### src/cfga_div3.sv
`default_nettype none

// Registered floor(x / 3) by multiplication with a rounded-up reciprocal.
module cfga_div3 #(
    parameter int PW = 17
) (
    input  wire logic          clk,
    input  wire logic [PW-1:0] x,
    output logic      [PW-1:0] q
);

    localparam logic [PW-1:0] RECIP = PW'(((64'd1 << (PW + 1)) / 3) + 64'd1);

    logic [2*PW:0] prod;

    assign prod = (2*PW+1)'(x) * (2*PW+1)'(RECIP);

    always_ff @(posedge clk)
    begin
        q <= prod[2*PW:PW+1];
    end

endmodule

`default_nettype wire

### config.mk
export PLATFORM = sky130hd
export DESIGN_NAME = cfga_div3
export DESIGN_NICKNAME = d
export VERILOG_FILES = /design/src/cfga_div3.sv
export SDC_FILE = /design/constraint.sdc
export NUM_CORES = 1
export LEC_CHECK = 0
export CORE_ASPECT_RATIO = 0.75
export CORE_UTILIZATION = 65
export DETAILED_ROUTE_END_ITERATION = 8
export DONT_BUFFER_PORTS = 1
export HOLD_SLACK_MARGIN = 0.05
export PLACE_DENSITY_LB_ADDON = 0.2
export SYNTH_ARGS = -nofsm -noshare
export SYNTH_HDL_FRONTEND = slang
export SYNTH_SLANG_ARGS = --single-unit
### constraint.sdc
create_clock -name clk -period 11.3 [get_ports clk]
set_input_delay 0.565 -clock clk [delete_from_list [all_inputs] [get_ports clk]]
set_output_delay 0.565 -clock clk [all_outputs]
set_load 0.005 [all_outputs]
==> results.ini <==
[synthesis]
yosysUniqueCellTypes=44
syn_area_per_cell_um2=9.134
synth.area.mux_share_pct=0.1836
synth-seq-cells=16
synth_fp_nets=833
synth_compound_area_share_pct=9.569
ys_seq_area_share_pct=5.874
synthFlopType=dfxtp_1
synth_xor_area_share_pct=2.891
synth_top_family_by_area=adder cells
yosysWarnings=0
synth_edf_count=0
synthCells=597
synth-adder-area-share_pct=62.00
synth-simple-area-share_pct=5.576
netlist_area_mm2=0.005453
async_reset_ff_share_pct=0

[sta]
period_minus_slack_ps=5231
fin_setup_tns_ps=0
slew_violations=0
hold_viol=0
holdWs_ps=816.6
setup_viol=0
rsz0062_at_grt=no
max_freq_mhz=191.2
min_period_over_period_pct=46.29

[grt]
antenna_found_initial=0
grt_pass1_vias=4196
overflow=0
grt_pass1_wl_um=20860
gr-usage-all-layers_pct=31.85
grt_max_degree=12

[floorplan]
num_io_pins=35
coreArea_mm2=0.008023
die_h_um=81.32
die_area_mm2=0.008763
initial_utilization_pct=67.97
rows=28
fp.dieW_um=107.8

[cells_and_area]
largest_reg_flops=16
largest-register=q
top_regs=q (16)
antenna_cells=0
drive_gt1_share_pct=1.505
syn_to_final_growth_pct=3.144
fillers=657
nets=835

[worst_setup_path]
critPathLaunchType=input port
worstPathArrival_ps=5410
worst_setup_path_end_kind=flop
required_ps=11480
cp_max_fo=6
crit_type=in2reg

[clock_tree]
cts_tree=done
cts_buffers=3
cts_sinks=16
ctsRootBufferMaster=clkbuf_8
clockBufferDepth=2
cts_resized=0
clkTransAtPathRegs_ps=70
cts_hold_buf=0
post_cts_buffers=0
h-tree-depth=1

[drt]
wirelength_um=12140
drtAntennaViolNets=0
num_vias=3833
dr.pass1.iters=5
drt_iter0_markers=180
drc_errors=0
via_per_inst=5.452
wl_per_cell_um=17.27

[placed_design]
place_hpwl_um=11050
placement.io_buffers=0
finalWeightedCongestion=0.9454

[worst_hold_path]
hp-start=x[16]
hold_path_depth=3
hp-class=in2reg
whs_endpoint=q[15]$_DFF_P_

[run_status]
status=finished clean

[flow_run]
maxCapViolCount=0

[cells in the mapped netlist, types with 2 or more instances]
library cell,n,share of area [%]
o211ai_1,5,0.69
nand4_1,6,0.69
nand2b_1,3,0.34
xor2_1,6,0.96
ha_1,131,30
inv_1,197,14
nand3_1,6,0.55
a31oi_1,3,0.34
clkbuf_1,2,0.14
nor2b_1,2,0.23
nor3_1,4,0.37
o21ai_1,3,0.28
xnor2_1,12,1.9
a21oi_1,26,2.4
nand2_1,25,1.7
dfxtp_1,16,5.9
a41o_1,2,0.37
o21ai_0,12,1.1
nor2_1,8,0.55
and3_1,2,0.23
a211oi_1,5,0.69
o21a_1,7,0.96
a21o_1,7,0.96
fa_1,87,32
[worst max-delay path by stage]
stage / start / to / slack, ps / cells after the start
CTS: x[4] / q[13]$_DFF_P_ / 6070 / 19
global route: x[4] / q[13]$_DFF_P_ / 5860 / 19
detailed placement: x[4] / q[13]$_DFF_P_ / 5830 / 19
floorplan: x[4] / q[13]$_DFF_P_ / 6230 / 19
finish: x[4] / q[13]$_DFF_P_ / 6070 / 19
global placement: x[4] / q[13]$_DFF_P_ / 5940 / 19
[layout make-up]
cell class              count  area (µm²)  share of cell area (%)
well taps                 105       131.4                   2.336
flip-flops and latches     16       320.3                   5.695
clock buffers               4       55.05                  0.9789
inverters                 197       739.5                   13.15
multi-input cells         381        4378                   77.84
[cells by family after synthesis]
kind of cell / count (synthesis)
muxes: 1
xor gates and xnor gates: 18
DFF: 16
adders and majority gates: 218
other: 1
AOI/OAI and AO/OA: 81
and+or+nand+nor: 62
buffers and inverters: 200
[worst max-delay path, cell delays in order]
cell and delay (ps):
ha_1 340, inv_1 90, fa_1 510, inv_1 50
fa_1 500, inv_1 50, fa_1 480, inv_1 50
fa_1 480, inv_1 50, fa_1 480, inv_1 50
ha_1 370, a21oi_1 260, o211ai_1 140, a41o_1 310
a41o_1 250, a211o_1 290, o211ai_1 90
[stage by stage]
stage	instance area, µm²	std cells	setup WS [ps]	utilization [%]
2_1_floorplan	5453	597	6228	-
3_3_place_gp	5569	699	5938	69.42
3_5_place_dp	5569	699	5831	69.42
4_1_cts	5624	703	6072	70.10
5_1_grt	5624	703	5856	70.10
6_report	5624	703	6069	70.10
[routing by layer]
metal | wire length, µm | vias up | GRT usage (%)
met3 | 1241 | 13 | 11.96
met1 | 6022 | 1830 | 46.57
met5 | 0 | - | 0
met4 | 129 | 0 | 4.384
met2 | 4748 | 122 | 45.45
li1 | - | 1868 | -
[layout by cell type, fill, tap and decap left out, drive strengths merged, types with 5 or more instances in the layout]
cell type,synthesis,layout
xor2,6,6
dfxtp,16,16
nand4,6,6
nand3,6,6
inv,197,197
ha,131,131
nand2,25,25
a211oi,5,5
o21ai,15,15
o21a,7,7
o211ai,5,5
xnor2,12,12
fa,87,87
a21oi,27,27
nor2,8,8
a21o,8,8
Power is left out: the tool's default activity adds up to more than one toggle a clock period on the data nets, which glitch-free logic cannot reach.
